**src/rtl/core/mlfq_ram.sv**
```systemverilog
// ----------------------------------------------------------------------------
// mlfq_ram
// Generic single-write, single-read memory with registered read data.
// ----------------------------------------------------------------------------
module mlfq_ram #(
  parameter int unsigned Width = 8,
  parameter int unsigned Depth = 32
) (
  input  logic                     clk_i,
  input  logic                     we_i,
  input  logic [$clog2(Depth)-1:0] waddr_i,
  input  logic [Width-1:0]         wdata_i,
  input  logic [$clog2(Depth)-1:0] raddr_i,
  output logic [Width-1:0]         rdata_o
);
  logic [Width-1:0] mem_q [Depth];

  // write port and registered read
  always_ff @(posedge clk_i) begin
    if (we_i) begin
      mem_q[waddr_i] <= wdata_i;
    end
    rdata_o <= mem_q[raddr_i];
  end
endmodule

```
**config.mk**
```make
export PLATFORM = sky130hd
export DESIGN_NAME = mlfq_ram
export DESIGN_NICKNAME = d
export VERILOG_FILES = /design/src/rtl/core/mlfq_ram.sv
export SDC_FILE = /design/constraint.sdc
export NUM_CORES = 1
export LEC_CHECK = 0
export BUFFER_PORTS_ARGS = -buffer_cell sky130_fd_sc_hd__buf_2
export CAP_MARGIN = 5
export CELL_PAD_IN_SITES_DETAIL_PLACEMENT = 0
export CELL_PAD_IN_SITES_GLOBAL_PLACEMENT = 2
export CORE_ASPECT_RATIO = 1.75
export CORE_MARGIN = 1.5
export CORE_UTILIZATION = 25
export CTS_CLUSTER_SIZE = 10
export DETAILED_ROUTE_END_ITERATION = 16
export PLACE_DENSITY = 0.54
export SYNTH_ARGS = -nofsm -noshare
export SYNTH_HDL_FRONTEND = slang
export SYNTH_SLANG_ARGS = --single-unit
```
**constraint.sdc**
```tcl
create_clock -name clk_i -period 2.6 [get_ports clk_i]
set_input_delay 0.26 -clock clk_i [delete_from_list [all_inputs] [get_ports clk_i]]
set_output_delay 0.26 -clock clk_i [all_outputs]
set_load 0.05 [all_outputs]
```
==> key figures <==
Run status
  – Outcome: complete, no violations

Timing
  – Fin crit period: 1.85 ns
  – Clock Skew: roughly 0.015 ns
  – Final setup fails: 0
  – Setup TNS Final: 0 ns
  – Crit share post-route: 71.1%
  – Pins Over Slew Limit: 0
  – Slew Limit Headroom: 56.1%
  – Unrepaired setup endpoints after global routing: no
  – Fmax: around 540 MHz
  – Worst-margin pin slew: 0.658 ns
  – Worst Hold Slack: 0.190 ns
  – Final hold violation count: 0

Yosys
  – Synthesized area: about 10000 um^2
  – Mapped Nets: 437
  – Ys Warns: 0
  – Sequential fraction of the synthesis area: 78.1%
  – Adder-cell area share of the yosys netlist: 0%
  – Synth Area in Compound Gates: 0%
  – Main combinational cell family by area after synthesis: multiplexers
  – Mux contribution to synthesized area: 18.8%
  – Area share of and/or/nand/nor cells after synthesis: under 10%
  – Library cells used by synthesis: 15
  – Synth Area per Inst: approximately 24 um^2
  – XOR/XNOR Fraction of Synth Area: 0%
  – Flops & latches, synth: between 200 and 300
  – Mapped Cells: 417

Routing
  – Antenna Nets Post-Route: 0
  – Vias per cell: 4.44
  – DRT Wirelength: ~24 mm
  – Number of iterations in the first detailed-routing pass: 4
  – Vias: 4462
  – Routed length per instance: between 20 and 25 um
  – DRC Markers: 0
  – DRT iter0 DRCs: 297

Critical path
  – Maximum fanout along the worst path: 1
  – Worst R2R Setup Slack: 0.75 ns
  – CP Launch Type: flop
  – WP buf/inv: 0
  – CP max stage delay: a little under 0.6 ns
  – Critical path type: reg2reg
  – WP data required: 3.04 ns
  – Delay-heaviest family, CP: multiplexers
  – Arr. time, crit path: 2.29 ns
  – CP max-delay cell: mux4_2
  – Most used cell along the critical path: mux4_2
  – Endpoint type of the worst setup path: flop
  – CP cell instances: mux4_2 > mux4_2 > mux2_2

Pwr
  – Leakage: between 3 and 4 nW
  – Pwr Density: roughly 760 nW/um^2
  – Overall Power: 9.05 mW
  – Peak VDD IR: 0.453 mV

Clock network
  – Worst skew pair latency: 0.56 ns
  – CTS Buf Count: 30
  – Buffer levels on the longest clock path: 3
  – Clock sink total: roughly 260
  – Post-CTS Setup Repair Bufs: 0
  – CTS H-tree depth: 1
  – Reg clk slew, reported paths: 0.06 ns
  – CTS root buf: clkbuf_16
  – CTS tree: yes
  – Hold_buf cts: 0
  – CTS-repair resized insts: 0

Cells and area
  – Nets@finish: 520
  – Fin util: 30.0%
  – Most common cell after layout, fill and taps aside: edfxtp_1
  – Layout cells sized above 1: a little under two fifths
  – Area Overhead vs Synth: 18.6%
  – Antenna cells: 0
  – Most frequent cells in the layout: edfxtp_1 (256), mux4_2 (80), buf_4 (41), nor2_1 (33), clkbuf_16 (30)
  – Area of the multi-input gates: 2100 um^2
  – Register area: 7850 um^2
  – FILL cells: 3855

Floorplan
  – Die Area: 41500 um^2
  – Core Rows: between 90 and 100
  – Die height: 268 um
  – CORE AREA: 39800 um^2
  – Die span in x: 155 um
  – Starting Density: 25.3%
  – Top-Level Pins: 28

Global routing
  – Vias in the first global route: around 5000
  – GRT overflow: 0
  – First-pass GRT wire length: 35.3 mm
  – Largest net degree at the start of global routing: 33
  – Initial antenna violation count: 0
  – GRT Util Overall: 12.1%

Placed design
  – Post-DP HPWL: 16.4 mm
  – I/O Buffers: 27
  – Placer Congestion: 0.705

Flow run
  – Max-cap violations: 0

Hold path
  – Worst Hold Class: in2reg
==> path summary, 6_finish.rpt <==
check,cells past startpoint,from,to
worst max register to register,3,mem_q[23][5],rdata_o[5]
worst min register to register,3,mem_q[24][7],rdata_o[7]
worst max-delay path,3,mem_q[23][5],rdata_o[5]
worst min-delay path,2,raddr_i[3],rdata_o[0]
==> where the power goes <==
part / leakage [nW] / total, mW / internal [mW] / switching (mW)
combinational: 0.950 / 0.536 / 0.209 / 0.328
sequential: 2.37 / 4.76 / 4.73 / 0.0225
clock: 0.407 / 3.76 / 2.20 / 1.56
total: 3.73 / 9.05 / 7.14 / 1.91
==> Yosys cell counts (all sizes together) <==
cell    count  share of area [%]
edfxtp    256                 76
mux4       80                 18
nor2       33                1.2
buf        14               0.83
dfxtp       8                1.6
mux2        8               0.90
clkbuf      6               0.22
nand3b      5               0.37
or3b        3               0.26
nand3       2               0.10
nand2       1              0.037
or3         1              0.062
==> registers in the layout, summed over array words and instances (netlist names) <==
register and cells:
mem_q 256, rdata_o 8
==> stage by stage <==
stage	cell area [um^2]	std cells	setup slack [ns]
2_1_floorplan	10100	417	0.538
3_3_place_gp	11100	963	0.172
3_5_place_dp	11100	963	0.157
4_1_cts	11900	1004	0.690
5_1_grt	11900	1004	0.696
6_report	11900	1004	0.752
==> worst reg2reg max path: cells and delay by family, from the launching register on <==
family | cells | cell delay [ns]
muxes | 3 | 1.36
DFF | 1 | 0.36
==> cell families after synthesis <==
logic type	Yosys count
buf+inv	20
simple gates	45
flops	264
mux	88
==> metal layers <==
layer  share of wire [%]  global-route usage, %  vias to the layer above
met5                   0                      0                        -
met4                 2.0                   4.03                        0
met3                 3.4                   1.69                       27
met2                  57                   23.4                       86
met1                  38                   13.3                     2419
li1                    -                      -                     1930
==> area by class of cell <==
cell class                 instances  area share [%]
clock buffer                      39            6.66
clock inverter                     2           0.388
multi-input combinational        133            17.6
sequential                       264            65.8
tap                              495            5.19
timing repair buffer              71            4.34
Power figures use the tool's default switching activity.
